===== config.mk =====
export PLATFORM = sky130hd
export DESIGN_NAME = pixel_detector_packet_decoder
export DESIGN_NICKNAME = d
export VERILOG_FILES = /design/src/rtl/core/pdpd_pkg.sv /design/src/rtl/core/pixel_detector_packet_decoder.sv
export SDC_FILE = /design/constraint.sdc
export NUM_CORES = 1
export LEC_CHECK = 0
export BUFFER_PORTS_ARGS = -buffer_cell sky130_fd_sc_hd__buf_4
export CAP_MARGIN = 10
export CORE_ASPECT_RATIO = 0.8
export CORE_MARGIN = 2
export CORE_UTILIZATION = 64
export CTS_CLUSTER_SIZE = 8
export DETAILED_ROUTE_END_ITERATION = 12
export PLACE_DENSITY = 0.95
export SLEW_MARGIN = 20
export SYNTH_ARGS = -nofsm -noshare
export SYNTH_HDL_FRONTEND = slang
export SYNTH_SLANG_ARGS = --single-unit

===== constraint.sdc =====
create_clock -name clk_i -period 16.07 [get_ports clk_i]
set_input_delay 4.821 -clock clk_i [delete_from_list [all_inputs] [get_ports clk_i]]
set_output_delay 4.821 -clock clk_i [all_outputs]
set_load 0.1 [all_outputs]

===== src/rtl/core/pdpd_pkg.sv =====
// Shared types, codes and tables for the pixel detector packet decoder.
package pdpd_pkg;

  // Record kinds on the result channel
  typedef enum logic [2:0] {
    KIND_TDC          = 3'd0,
    KIND_PIXEL        = 3'd1,
    KIND_GLOBAL_TIME  = 3'd2,
    KIND_READOUT_CTRL = 3'd3,
    KIND_CHIP_CTRL    = 3'd4,
    KIND_STRAY        = 3'd5
  } kind_e;

  // Top-nibble record codes inside a chunk
  localparam logic [3:0] NIB_GLOBAL_TIME  = 4'h4;
  localparam logic [3:0] NIB_READOUT_CTRL = 4'h5;
  localparam logic [3:0] NIB_TDC          = 4'h6;
  localparam logic [3:0] NIB_CHIP_CTRL    = 4'h7;
  localparam logic [3:0] NIB_PIXEL        = 4'hB;

  // Global time subtypes
  localparam logic [7:0] GT_SUB_LOW  = 8'h44;
  localparam logic [7:0] GT_SUB_HIGH = 8'h45;

  // Chunk header signature in the low 32 bits of a word
  localparam logic [31:0] CHUNK_SIGNATURE = 32'h3358_5054;

  // Field widths
  localparam int unsigned WordW      = 64;
  localparam int unsigned LimitW     = 32;
  localparam int unsigned ChunkW     = 16;
  localparam int unsigned WordsLeftW = 13;
  localparam int unsigned TdcQW      = 9;

  // TDC fine correction: low 9 bits of ((f - 1) * 512) / 12, modulo 2^64
  function automatic logic [TdcQW-1:0] tdc_fine_q(input logic [3:0] f);
    logic [TdcQW-1:0] q;
    case (f)
      4'd0:    q = 9'd298;
      4'd1:    q = 9'd0;
      4'd2:    q = 9'd42;
      4'd3:    q = 9'd85;
      4'd4:    q = 9'd128;
      4'd5:    q = 9'd170;
      4'd6:    q = 9'd213;
      4'd7:    q = 9'd256;
      4'd8:    q = 9'd298;
      4'd9:    q = 9'd341;
      4'd10:   q = 9'd384;
      4'd11:   q = 9'd426;
      4'd12:   q = 9'd469;
      4'd13:   q = 9'd0;
      4'd14:   q = 9'd42;
      default: q = 9'd85;
    endcase
    return q;
  endfunction

endpackage


===== src/rtl/core/pixel_detector_packet_decoder.sv =====
// Pixel detector packet decoder: chunk tracking, record decode and result register.
//
//   channel  | handshake              | payload
//   ---------+------------------------+-----------------------------------------------
//   input    | in_valid_i / in_stall_o | packet_word_i
//   result   | out_valid_o / out_stall_i | kind_o, chunk_number_o, pixel_x_o, pixel_y_o,
//            |                        | time_ticks_o, aux_value_o, header_in_chunk_o
//   config   | cfg_we_i               | cfg_wdata_i (word limit)
//
// One beat per cycle unless stalled; a result shows in the cycle after its beat is taken.
// The chunk state and counters update in the cycle the beat is taken, set by
// a 32-bit increment, a 33-bit add and a compare against the word limit.
// rst_ni clears chunk state, counters, word limit, out_valid_o; chunk index resets to 1.
// in_stall_o is high only while a result waits and out_stall_i holds it.
module pixel_detector_packet_decoder (
  input  logic                                 clk_i,
  input  logic                                 rst_ni,
  input  logic                                 cfg_we_i,
  input  logic [pdpd_pkg::LimitW-1:0]          cfg_wdata_i,
  input  logic                                 in_valid_i,
  output logic                                 in_stall_o,
  input  logic [pdpd_pkg::WordW-1:0]           packet_word_i,
  output logic                                 out_valid_o,
  input  logic                                 out_stall_i,
  output pdpd_pkg::kind_e                      kind_o,
  output logic [pdpd_pkg::ChunkW-1:0]          chunk_number_o,
  output logic [7:0]                           pixel_x_o,
  output logic [7:0]                           pixel_y_o,
  output logic [pdpd_pkg::WordW-1:0]           time_ticks_o,
  output logic [15:0]                          aux_value_o,
  output logic                                 header_in_chunk_o
);
  import pdpd_pkg::*;

  // State
  logic [LimitW-1:0]     word_limit_q;
  logic                  inside_q, inside_d;
  logic [WordsLeftW-1:0] words_left_q, words_left_d;
  logic [ChunkW-1:0]     chunk_idx_q, chunk_idx_d;
  logic [LimitW-1:0]     words_seen_q, words_seen_d;
  logic [LimitW-1:0]     words_proc_q, words_proc_d;

  // Result register
  logic                  out_valid_q;
  kind_e                 kind_q;
  logic [ChunkW-1:0]     chunk_num_q;
  logic [7:0]            pix_x_q, pix_y_q;
  logic [WordW-1:0]      time_q;
  logic [15:0]           aux_q;
  logic                  hdr_q;

  // Decode signals
  logic                  load_out, accept;
  logic                  limit_on, limit_hit;
  logic                  is_sig;
  logic [3:0]            nib;
  logic [7:0]            gt_sub;
  logic                  has_res;
  kind_e                 kind_d;
  logic [7:0]            pix_x_d, pix_y_d;
  logic [WordW-1:0]      time_d;
  logic [15:0]           aux_d;
  logic [LimitW-1:0]     proc_inc;
  logic [LimitW:0]       hdr_sum;
  logic [LimitW-1:0]     clip_n;
  logic [WordsLeftW-1:0] hdr_len;
  logic                  hdr_empty;
  logic [WordsLeftW-1:0] left_dec;
  logic                  close_chunk;

  // Handshake: take a beat whenever the result register is free or draining
  assign load_out   = !out_valid_q || !out_stall_i;
  assign in_stall_o = !load_out;
  assign accept     = in_valid_i && load_out;

  assign limit_on  = (word_limit_q != '0);
  assign limit_hit = limit_on && (words_seen_q >= word_limit_q);
  assign is_sig    = (packet_word_i[31:0] == CHUNK_SIGNATURE);
  assign nib       = packet_word_i[63:60];
  assign gt_sub    = packet_word_i[63:56];

  // Decode the record fields from the word
  always_comb begin
    kind_d  = KIND_STRAY;
    pix_x_d = '0;
    pix_y_d = '0;
    time_d  = '0;
    aux_d   = '0;
    has_res = 1'b0;
    if (!inside_q) begin
      has_res = !is_sig;
    end else begin
      case (nib)
        NIB_PIXEL: begin
          has_res = 1'b1;
          kind_d  = KIND_PIXEL;
          pix_x_d = {packet_word_i[59:53], packet_word_i[46]};
          pix_y_d = {packet_word_i[52:47], packet_word_i[45:44]};
          time_d  = {22'd0, packet_word_i[15:0], packet_word_i[43:30],
                     ~packet_word_i[19:16], 8'd0};
          aux_d   = {6'd0, packet_word_i[29:20]};
        end
        NIB_TDC: begin
          has_res = 1'b1;
          kind_d  = KIND_TDC;
          time_d  = {20'd0, packet_word_i[43:12], packet_word_i[11:9],
                     tdc_fine_q(packet_word_i[8:5])};
        end
        NIB_GLOBAL_TIME: begin
          has_res = 1'b1;
          kind_d  = KIND_GLOBAL_TIME;
          if (gt_sub == GT_SUB_LOW) begin
            time_d = {20'd0, packet_word_i[47:16], 12'd0};
            aux_d  = packet_word_i[15:0];
          end else if (gt_sub == GT_SUB_HIGH) begin
            // v * (2^44 - 2^16)
            time_d = {4'd0, packet_word_i[31:16], 44'd0}
                   - {32'd0, packet_word_i[31:16], 16'd0};
            aux_d  = packet_word_i[15:0];
          end
        end
        NIB_READOUT_CTRL: begin
          has_res = 1'b1;
          kind_d  = KIND_READOUT_CTRL;
        end
        NIB_CHIP_CTRL: begin
          has_res = 1'b1;
          kind_d  = KIND_CHIP_CTRL;
        end
        default: begin
          has_res = 1'b0;
        end
      endcase
    end
    if (limit_hit) begin
      has_res = 1'b0;
    end
  end

  // Header length, clipped against the word limit
  assign proc_inc  = words_proc_q + 1'b1;
  assign hdr_sum   = {1'b0, proc_inc} + {20'd0, packet_word_i[63:51]};
  assign clip_n    = word_limit_q - proc_inc;
  always_comb begin
    if (limit_on && (hdr_sum > {1'b0, word_limit_q})) begin
      hdr_len   = clip_n[WordsLeftW-1:0];
      hdr_empty = (clip_n == '0);
    end else begin
      hdr_len   = packet_word_i[63:51];
      hdr_empty = (packet_word_i[63:51] == '0);
    end
  end

  // Chunk slot accounting
  assign left_dec = (words_left_q != '0) ? words_left_q - 1'b1 : '0;

  always_comb begin
    inside_d     = inside_q;
    words_left_d = words_left_q;
    chunk_idx_d  = chunk_idx_q;
    words_seen_d = words_seen_q;
    words_proc_d = words_proc_q;
    close_chunk  = 1'b0;
    if (accept && !limit_hit) begin
      words_seen_d = words_seen_q + 1'b1;
      if (!inside_q) begin
        if (is_sig) begin
          words_proc_d = proc_inc;
          if (hdr_empty) begin
            close_chunk = 1'b1;
          end else begin
            inside_d     = 1'b1;
            words_left_d = hdr_len;
          end
        end
      end else begin
        if (has_res) begin
          words_proc_d = proc_inc;
        end
        words_left_d = left_dec;
        close_chunk  = (left_dec == '0)
                    || (limit_on && (words_proc_d >= word_limit_q));
      end
      if (close_chunk) begin
        inside_d     = 1'b0;
        words_left_d = '0;
        chunk_idx_d  = chunk_idx_q + 1'b1;
      end
    end
  end

  // Hold state and the word limit
  always_ff @(posedge clk_i or negedge rst_ni) begin
    if (!rst_ni) begin
      word_limit_q <= '0;
      inside_q     <= 1'b0;
      words_left_q <= '0;
      chunk_idx_q  <= ChunkW'(1);
      words_seen_q <= '0;
      words_proc_q <= '0;
    end else begin
      if (cfg_we_i) begin
        word_limit_q <= cfg_wdata_i;
      end
      inside_q     <= inside_d;
      words_left_q <= words_left_d;
      chunk_idx_q  <= chunk_idx_d;
      words_seen_q <= words_seen_d;
      words_proc_q <= words_proc_d;
    end
  end

  // Result valid: load on a taken beat, drop once delivered
  always_ff @(posedge clk_i or negedge rst_ni) begin
    if (!rst_ni) begin
      out_valid_q <= 1'b0;
    end else if (load_out) begin
      out_valid_q <= accept && has_res;
    end
  end

  // Result payload
  always_ff @(posedge clk_i) begin
    if (accept && has_res) begin
      kind_q      <= kind_d;
      chunk_num_q <= chunk_idx_q;
      pix_x_q     <= pix_x_d;
      pix_y_q     <= pix_y_d;
      time_q      <= time_d;
      aux_q       <= aux_d;
      hdr_q       <= inside_q && is_sig;
    end
  end

  assign out_valid_o       = out_valid_q;
  assign kind_o            = kind_q;
  assign chunk_number_o    = chunk_num_q;
  assign pixel_x_o         = pix_x_q;
  assign pixel_y_o         = pix_y_q;
  assign time_ticks_o      = time_q;
  assign aux_value_o       = aux_q;
  assign header_in_chunk_o = hdr_q;

  // Checks
  a_closed_no_slots: assert property (@(posedge clk_i) disable iff (!rst_ni)
    !inside_q |-> (words_left_q == '0))
    else $error("words left nonzero outside a chunk");

  a_limit_freezes: assert property (@(posedge clk_i) disable iff (!rst_ni)
    (accept && limit_hit && !cfg_we_i) |=> $stable(words_seen_q) && !out_valid_q)
    else $error("word past the limit changed state or gave a result");

  a_drain: assert property (@(posedge clk_i) disable iff (!rst_ni)
    (out_valid_q && !out_stall_i && !(in_valid_i && has_res)) |=> !out_valid_q)
    else $error("delivered result not dropped");

  a_stray_clean: assert property (@(posedge clk_i) disable iff (!rst_ni)
    (out_valid_q && (kind_q == KIND_STRAY)) |-> ((time_q == '0) && !hdr_q))
    else $error("stray record carries payload");

  a_proc_not_on_stray: assert property (@(posedge clk_i) disable iff (!rst_ni)
    (accept && !inside_q && !is_sig) |=> $stable(words_proc_q))
    else $error("stray word counted as processed");

endmodule

==> results of run 1 <==
power groups by stage:
| stage | Clock (mW) | Combinational, mW | Sequential [mW] |
|---|---|---|---|
| 3_5_place_dp | 0 | 0.427 | 0.697 |
| 3_3_place_gp | 0 | 0.418 | 0.695 |
| 5_1_grt | 0.731 | 0.464 | 0.691 |
| 4_1_cts | 0.702 | 0.431 | 0.687 |
| 6_report | 0.706 | 0.440 | 0.688 |
| 2_1_floorplan | 0 | 0.191 | 0.805 |
worst max-delay path, cell delays in order:
cell and delay, ns:
sky130_fd_sc_hd__buf_4 0.16, sky130_fd_sc_hd__or4_1 0.57, sky130_fd_sc_hd__or4_1 0.44, sky130_fd_sc_hd__nor3_1 0.77
sky130_fd_sc_hd__mux2_2 0.37, sky130_fd_sc_hd__or2_2 0.51, sky130_fd_sc_hd__nor3_1 0.15, sky130_fd_sc_hd__xor2_1 0.17
sky130_fd_sc_hd__ha_1 0.31, sky130_fd_sc_hd__a21o_1 0.11, sky130_fd_sc_hd__a21o_1 0.14, sky130_fd_sc_hd__a31oi_1 0.06
sky130_fd_sc_hd__nor3_1 0.32, sky130_fd_sc_hd__a21boi_0 0.37, sky130_fd_sc_hd__a41o_1 0.17, sky130_fd_sc_hd__o31ai_1 0.07
sky130_fd_sc_hd__a21o_1 0.23, sky130_fd_sc_hd__nand3_1 0.25, sky130_fd_sc_hd__o21a_2 0.50, sky130_fd_sc_hd__nand2_1 0.18
sky130_fd_sc_hd__mux2_1 0.34
per-layer routing:
layer / track usage [%] / part of all wire, % / vias up
met5: 0 / 0 / -
met3: 9.068 / 12 / 205
li1: - / - / 7197
met4: 13.35 / 3.9 / 0
met2: 58.98 / 43 / 1187
met1: 53.92 / 41 / 7780
final cells by class:
cell class	count	area share, %
well taps	357	2.238
clock inverters	4	0.4138
clock buffers	53	4.728
repair buffers	227	8.540
multi-input cells	1453	50.30
flip-flops and latches	235	32.18
inverters	85	1.599
cell usage in the layout, fill, tap and decap left out, types with 16 or more instances in the layout:
cell and count:
sky130_fd_sc_hd__a21o_1 49, sky130_fd_sc_hd__a21oi_1 113, sky130_fd_sc_hd__a222oi_1 29, sky130_fd_sc_hd__a22o_1 16, sky130_fd_sc_hd__and2_1 22, sky130_fd_sc_hd__and3_1 37, sky130_fd_sc_hd__buf_4 227, sky130_fd_sc_hd__clkbuf_1 18
sky130_fd_sc_hd__clkbuf_16 35, sky130_fd_sc_hd__dfrtp_1 126, sky130_fd_sc_hd__edfxtp_1 108, sky130_fd_sc_hd__ha_1 156, sky130_fd_sc_hd__inv_1 84, sky130_fd_sc_hd__nand2_1 153, sky130_fd_sc_hd__nand3_1 67, sky130_fd_sc_hd__nand4_1 51
sky130_fd_sc_hd__nor2_1 144, sky130_fd_sc_hd__nor3_1 58, sky130_fd_sc_hd__nor4_1 33, sky130_fd_sc_hd__o21ai_0 83, sky130_fd_sc_hd__o31ai_1 16, sky130_fd_sc_hd__or3_1 21, sky130_fd_sc_hd__xnor2_1 119, sky130_fd_sc_hd__xor2_1 81
metrics by stage:
| stage | std cells | hold WS [ns] | utilization [%] | setup slack [ns] | power (mW) |
|---|---|---|---|---|---|
| 3_5_place_dp | 2357 | 0.4616 | 71.72 | 5.365 | 1.124 |
| 5_1_grt | 2414 | 0.4842 | 75.61 | 5.212 | 1.885 |
| 4_1_cts | 2414 | 0.4724 | 75.61 | 5.764 | 1.820 |
| 3_3_place_gp | 2357 | 0.4575 | 71.72 | 5.528 | 1.113 |
| 6_report | 2414 | 0.4691 | 75.61 | 5.434 | 1.833 |
| 2_1_floorplan | 1881 | 0.4410 | - | 5.031 | 0.9960 |
logic make-up after synthesis:
kind of cell	after synthesis	synth area share [%]
AO/OA/AOI/OAI	417	16.12
XOR/XNOR	200	10.17
adder cells (fa/ha/maj)	158	11.57
buffers and inverters	193	4.526
flip-flops	235	37.29
multiplexers	15	0.9154
other	1	0.02178
AND/OR/NAND/NOR	662	19.38
worst min path at each step:
| stage | startpoint | end | slack [ns] | depth (start not counted) |
|---|---|---|---|---|
| final | chunk_idx_q[15] | chunk_idx_q[15] | 0.47 | 1 |
| after global routing | chunk_idx_q[15] | chunk_number_o[15] | 0.48 | 0 |
| after CTS | chunk_idx_q[15] | chunk_idx_q[15] | 0.47 | 1 |
| after detailed placement | chunk_idx_q[15] | chunk_idx_q[15] | 0.46 | 1 |
| after global placement | chunk_idx_q[15] | chunk_idx_q[15] | 0.46 | 1 |
| after floorplan | chunk_idx_q[15] | chunk_idx_q[15] | 0.44 | 1 |
registers in the layout (all words and copies together), names as in the netlist:
register           cells
chunk_idx_q           16
word_limit_q          32
time_ticks_o          56
out_valid_o            1
inside_q               1
words_left_q          13
pixel_y_o              8
kind_o                 3
words_seen_q          32
chunk_number_o        16
pixel_x_o              8
words_proc_q          32
header_in_chunk_o      1
aux_value_o           16
==> impl_table.tex, run 1 <==
\begin{tabular}{lr}
\hline
Metric & Value \\
\hline
\multicolumn{2}{l}{\textbf{Status}} \\
Status & finished with violations \\
Violations in the final reports & design-rule violations \\
\multicolumn{2}{l}{\textbf{Power}} \\
Maximum VDD drop & 0.09413 mV \\
Cell Int Power & 1.213 mW \\
Share of total power in combinational logic & 24.0\% \\
Share of total power consumed by net switching & 33.83\% \\
Power per cell area & 91.88 nW/um2 \\
Share of total power in the clock network & 38.5\% \\
Flop pwr share & 37.5\% \\
Static leakage & 8.958 nW \\
Sw Pwr & 620.2 uW \\
\multicolumn{2}{l}{\textbf{Setup path}} \\
Register-to-register setup slack & 8.96 ns \\
Reg2reg path depth & 26 \\
Worst setup SP type & input pin \\
Destination of the critical timing path & chunk\_idx\_q[1] \\
Crit Path Category & in -> reg \\
Worst EP arrival & 11.04 ns \\
CP max FO & 29 \\
Startpoint of the worst-slack reg-to-reg timing path & words\_proc\_q[2] \\
Required time of the worst setup path & 16.48 ns \\
Worst setup path startpoint & packet\_word\_i[30] \\
Crit end category & flop \\
Critical R2R Capture & chunk\_idx\_q[1] \\
\multicolumn{2}{l}{\textbf{Yosys}} \\
Top cell types by occurrence after synthesis & sky130\_fd\_sc\_hd\_\_ha\_1, sky130\_fd\_sc\_hd\_\_nand2\_1, sky130\_fd\_sc\_hd\_\_nor2\_1, sky130\_fd\_sc\_hd\_\_dfrtp\_1, sky130\_fd\_sc\_hd\_\_xnor2\_1 \\
Count of distinct cell types in the synthesized netlist & 84 \\
Synthesized area & 17220 um2 \\
Cell taking the most area after synthesis & sky130\_fd\_sc\_hd\_\_edfxtp\_1 \\
Warning count from the yosys run & 0 \\
Seq/Total Area, Yosys & 37.29\% \\
Cell types occupying the most area after synthesis & sky130\_fd\_sc\_hd\_\_edfxtp\_1, sky130\_fd\_sc\_hd\_\_dfrtp\_1, sky130\_fd\_sc\_hd\_\_ha\_1 \\
Count of state elements after synthesis & 235 \\
Area share of the largest cell type after synthesis & 18.83\% \\
Number of flops mapped to enable cells by yosys & 108 \\
Synth Flop Type & sky130\_fd\_sc\_hd\_\_dfrtp\_1 \\
Most common cell in the synthesized netlist & sky130\_fd\_sc\_hd\_\_ha\_1 \\
Post-Synthesis Cells & 1881 \\
Proportion of synthesized flip-flops having asynchronous set or reset & 54.04\% \\
Post-synthesis net count & 2140 \\
Syn\_area\_per\_cell & 9.156 um2 \\
\multicolumn{2}{l}{\textbf{Timing}} \\
Setup repair after global routing missed its margin & no \\
Post-route setup TNS & 0 ns \\
Max\_slew headroom & 20.68\% \\
Final setup violating endpoints & 0 \\
Slew at the pin closest to its max-slew limit & 1.190 ns \\
Fmax & 94.02 MHz \\
Period utilisation layout & 66.18\% \\
Max Slew Vio Count & 0 \\
Count of endpoints failing hold in the final timing report & 0 \\
Final Skew & 0.01597 ns \\
Final worst path period need & 10.64 ns \\
\multicolumn{2}{l}{\textbf{CTS}} \\
Root Driver & sky130\_fd\_sc\_hd\_\_clkbuf\_16 \\
Maximum buffer depth of the clock tree & 3 \\
Clk slew on worst S/H paths & 0.05 ns \\
Post-CTS setup repair buffer count & 0 \\
CTS tree & built \\
Clk\_lat worst skew & 0.53 ns \\
Hold buffer count at CTS & 0 \\
H-tree levels & 2 \\
Quantity of gates resized following cts & 0 \\
Number of buffers inserted during clock tree synthesis & 35 \\
Sinks on Clock Net & 235 \\
\multicolumn{2}{l}{\textbf{Min path}} \\
Worst min path class & reg -> reg \\
\multicolumn{2}{l}{\textbf{Floorplanning}} \\
Floorplan row count & 53 \\
Vertical extent of the die & 150.7 um \\
Total core area & 26390 um2 \\
Starting density of the core & 65.25\% \\
Chip Width & 187.4 um \\
Ports & 219 \\
Die footprint & 28240 um2 \\
\multicolumn{2}{l}{\textbf{Detailed routing}} \\
Post-detailed-route via-to-cell ratio & 6.781 \\
Antenna Nets Post-Route & 0 \\
Detail-routed net length per standard cell & 23.14 um \\
Total vias in the final route & 16370 \\
First-pass DRT Iterations & 13 \\
Remaining DRCs & 1 \\
Iteration-0 DRC count of the detailed router & 2879 \\
Detailed-route wire length & 55.85 mm \\
\multicolumn{2}{l}{\textbf{Place}} \\
Half-perimeter wire length after detailed placement & 41.41 mm \\
Port Buffer Count & 218 \\
Total placed instance area & 18930 um2 \\
Routability cong. & 1.024 \\
\multicolumn{2}{l}{\textbf{Cells and area}} \\
Layout overhead on the synthesized area & 15.87\% \\
Finished layout cell area & 19960 um2 \\
Sequential standard cell area & 6422 um2 \\
Ant. Diodes & 0 \\
Ratio of cells with drive above 1 in the final layout & 14.15\% \\
Fillers & 1853 \\
Total area of multi-input combinational cells & 10040 um2 \\
NumNets Final & 2296 \\
\multicolumn{2}{l}{\textbf{Job}} \\
Reported max-cap violation count & 0 \\
\multicolumn{2}{l}{\textbf{Global routing}} \\
Total Routing Usage GR & 38.49\% \\
Wire length of the first global-routing pass & 85.21 mm \\
Final global-route overflow total & 0 \\
Number of antenna violations at the first check in global routing & 1 \\
Vias in the first global route & 15250 \\
Largest net degree at the start of global routing & 73 \\
\hline
\end{tabular}
No activity file was read; power rests on OpenSTA's default activity.
==> inputs of run 2 (changes only) <==
ABC_AREA = 1   (was default)
CORE_UTILIZATION = 55   (was 64)
PLACE_DENSITY = 0.9   (was 0.95)
clock period = 8.7 ns   (was 16.07 ns; I/O delays follow)
==> run 2 against run 1 <==
The run now ends clean; critical path depth up 9; setup slack worse by 4.1 ns; first-iteration DRC count down 3.5%; wire length up 19%; final area up 10%; sequential share of layout area down 3.0 points; synthesized cell count up 40%; largest cell class unchanged; critical endpoint is now chunk_idx_q[13]; combinational power rose to 5.2 times the previous value.
==> impl_table.tex, run 2 <==
\begin{tabular}{lr}
\hline
Metric & Value \\
\hline
\multicolumn{2}{l}{\textbf{Yosys}} \\
Syn\_area\_per\_cell & 7.167 um2 \\
Number of flops mapped to enable cells by yosys & 108 \\
Count of distinct cell types in the synthesized netlist & 59 \\
Synth Flop Type & sky130\_fd\_sc\_hd\_\_dfrtp\_1 \\
Cell taking the most area after synthesis & sky130\_fd\_sc\_hd\_\_edfxtp\_1 \\
Area share of the largest cell type after synthesis & 17.17\% \\
Most common cell in the synthesized netlist & sky130\_fd\_sc\_hd\_\_nand2\_1 \\
Warning count from the yosys run & 0 \\
Top cell types by occurrence after synthesis & sky130\_fd\_sc\_hd\_\_nand2\_1, sky130\_fd\_sc\_hd\_\_inv\_1, sky130\_fd\_sc\_hd\_\_nor2\_1, sky130\_fd\_sc\_hd\_\_ha\_1, sky130\_fd\_sc\_hd\_\_o21ai\_0 \\
Count of state elements after synthesis & 235 \\
Proportion of synthesized flip-flops having asynchronous set or reset & 54.04\% \\
Seq/Total Area, Yosys & 34.01\% \\
Post-Synthesis Cells & 2635 \\
Cell types occupying the most area after synthesis & sky130\_fd\_sc\_hd\_\_edfxtp\_1, sky130\_fd\_sc\_hd\_\_dfrtp\_1, sky130\_fd\_sc\_hd\_\_nand2\_1 \\
Post-synthesis net count & 2894 \\
Synthesized area & 18890 um2 \\
\multicolumn{2}{l}{\textbf{Global routing}} \\
Vias in the first global route & 18260 \\
Number of antenna violations at the first check in global routing & 2 \\
Wire length of the first global-routing pass & 101.7 mm \\
Largest net degree at the start of global routing & 67 \\
Total Routing Usage GR & 36.65\% \\
Final global-route overflow total & 0 \\
\multicolumn{2}{l}{\textbf{CTS}} \\
Maximum buffer depth of the clock tree & 3 \\
CTS tree & built \\
Quantity of gates resized following cts & 0 \\
Number of buffers inserted during clock tree synthesis & 36 \\
Clk slew on worst S/H paths & 0.05 ns \\
Sinks on Clock Net & 235 \\
H-tree levels & 2 \\
Hold buffer count at CTS & 0 \\
Root Driver & sky130\_fd\_sc\_hd\_\_clkbuf\_16 \\
Post-CTS setup repair buffer count & 0 \\
Clk\_lat worst skew & 0.54 ns \\
\multicolumn{2}{l}{\textbf{Setup path}} \\
Register-to-register setup slack & 2.17 ns \\
Crit end category & flop \\
Critical R2R Capture & chunk\_idx\_q[13] \\
Most frequent cell on the critical path & sky130\_fd\_sc\_hd\_\_nand2\_1 \\
Worst setup SP type & input pin \\
Master of the slowest instance on the critical path & sky130\_fd\_sc\_hd\_\_nor4\_1 \\
Required time of the worst setup path & 9.11 ns \\
Crit Path Category & in -> reg \\
Family of cells with the greatest summed delay on the critical path & simple AND/OR/NAND/NOR gates \\
Reg2reg path depth & 33 \\
CP Buf/Inv Count & 1 \\
Worst path max stage delay & 0.47 ns \\
Worst EP arrival & 7.76 ns \\
CP max FO & 18 \\
Startpoint of the worst-slack reg-to-reg timing path & words\_proc\_q[0] \\
Worst setup path startpoint & packet\_word\_i[53] \\
\multicolumn{2}{l}{\textbf{Power}} \\
Share of total power in the clock network & 25.9\% \\
Share of total power in combinational logic & 44.5\% \\
Sw Pwr & 2.387 mW \\
Maximum VDD drop & 0.2637 mV \\
Static leakage & 10.70 nW \\
Cell Int Power & 2.761 mW \\
Power per cell area & 234.3 nW/um2 \\
Flop pwr share & 29.6\% \\
Share of total power consumed by net switching & 46.37\% \\
\multicolumn{2}{l}{\textbf{Min path}} \\
Count of cells along the worst hold path & 2 \\
Hold Path Sink & words\_left\_q[1] \\
Startpoint of the lowest-slack hold path & words\_left\_q[1] \\
Worst min path class & reg -> reg \\
\multicolumn{2}{l}{\textbf{Detailed routing}} \\
Iteration-0 DRC count of the detailed router & 2778 \\
First-pass DRT Iterations & 8 \\
Total vias in the final route & 19710 \\
Post-detailed-route via-to-cell ratio & 5.977 \\
Remaining DRCs & 0 \\
Detailed-route wire length & 66.45 mm \\
Detail-routed net length per standard cell & 20.16 um \\
Antenna Nets Post-Route & 0 \\
\multicolumn{2}{l}{\textbf{Status}} \\
Status & finished, final reports clean \\
\multicolumn{2}{l}{\textbf{Timing}} \\
Final setup violating endpoints & 0 \\
Period utilisation layout & 84.52\% \\
Final Skew & 0.02143 ns \\
Setup repair after global routing missed its margin & no \\
Count of endpoints failing hold in the final timing report & 0 \\
Max Slew Vio Count & 0 \\
Post-route setup TNS & 0 ns \\
Least setup slack across all paths after layout & 1.347 ns \\
Fmax & 136.0 MHz \\
Max\_slew headroom & 30.29\% \\
Slew at the pin closest to its max-slew limit & 1.043 ns \\
Final worst path period need & 7.353 ns \\
\multicolumn{2}{l}{\textbf{Floorplanning}} \\
Chip Width & 211.2 um \\
Starting density of the core & 56.03\% \\
Total core area & 33710 um2 \\
Vertical extent of the die & 169.7 um \\
Ports & 219 \\
Die footprint & 35840 um2 \\
Floorplan row count & 60 \\
\multicolumn{2}{l}{\textbf{Place}} \\
Routability cong. & 1.042 \\
Placed Instances & 3238 \\
Port Buffer Count & 218 \\
Half-perimeter wire length after detailed placement & 51.87 mm \\
Setup slack at placement & 0.9947 ns \\
\multicolumn{2}{l}{\textbf{Cells and area}} \\
Fillers & 2872 \\
NumNets Final & 3101 \\
Commonest non-fill, non-tap cell in the layout & sky130\_fd\_sc\_hd\_\_nand2\_1 \\
Most used cells in the layout excluding fill and tap cells & sky130\_fd\_sc\_hd\_\_nand2\_1, sky130\_fd\_sc\_hd\_\_inv\_1, sky130\_fd\_sc\_hd\_\_nor2\_1 \\
Ratio of cells with drive above 1 in the final layout & 11.67\% \\
Ant. Diodes & 0 \\
Max reg flops & 56 \\
Final core utilization & 65.20\% \\
Final Non-Filler Cells & 3297 \\
Layout overhead on the synthesized area & 16.37\% \\
\multicolumn{2}{l}{\textbf{Job}} \\
Reported max-cap violation count & 0 \\
\hline
\end{tabular}
run 2: worst max-delay path by stage:
stage / end / cells past startpoint
global placement: chunk_idx_q[2] / 31
detailed placement: chunk_idx_q[4] / 30
floorplan: aux_value_o[0] / 9
CTS: chunk_idx_q[13] / 31
global route: chunk_idx_q[13] / 30
finish: chunk_idx_q[13] / 30
run 2: cells by family (layout without fill, tap and decap cells):
family / after synthesis / after routing / synth area share, %
and+or+nand+nor: 1352 / 1352 / 30.90
xor gates and xnor gates: 114 / 114 / 5.446
adders and majority gates: 158 / 158 / 10.55
buffers and inverters: 438 / 666 / 9.023
other: 1 / 1 / 0.01986
DFF: 235 / 235 / 34.01
AOI/OAI and AO/OA: 337 / 337 / 10.06
run 2: area by class of cell:
class,count,area [um2],share of cell area [%]
timing repair buffer,232,1754,7.982
inverter,375,1408,6.405
clock inverter,5,83.83,0.3814
sequential,235,6422,29.22
clock buffer,54,978.4,4.452
tap,434,543.0,2.471
multi-input combinational,1962,10790,49.09
run 2: power groups by stage:
stage | registers [mW] | logic (mW) | clock network (mW)
CTS | 1.51 | 2.24 | 1.34
detailed placement | 1.53 | 2.23 | 0
global placement | 1.52 | 2.17 | 0
floorplan | 2.05 | 1.13 | 0
finish | 1.52 | 2.29 | 1.33
global route | 1.54 | 2.47 | 1.38
run 2: worst min-delay path, stage by stage (launching register included):
cell and delay [ns]:
sky130_fd_sc_hd__dfrtp_1 0.34, sky130_fd_sc_hd__nand2_1 0.06, sky130_fd_sc_hd__nand2_1 0.06
run 2: routing by layer:
metal	vias up	GRT usage, %	wire length (um)	share of wire [%]
met5	-	0	27	0.041
met3	205	12.81	10720	16
met4	4	10.81	2080	3.1
met1	9052	52.46	26750	40
li1	9080	-	-	-
met2	1365	51.86	26880	40
run 2: metrics by stage:
| step | power (mW) | hold WS, ns | area [um2] |
|---|---|---|---|
| CTS | 5.093 | 0.4881 | 21970 |
| detailed placement | 3.757 | 0.4734 | 20910 |
| finish | 5.149 | 0.4961 | 21980 |
| floorplan | 3.186 | 0.4491 | 18890 |
| global placement | 3.695 | 0.4659 | 20910 |
| global route | 5.390 | 0.5312 | 21980 |
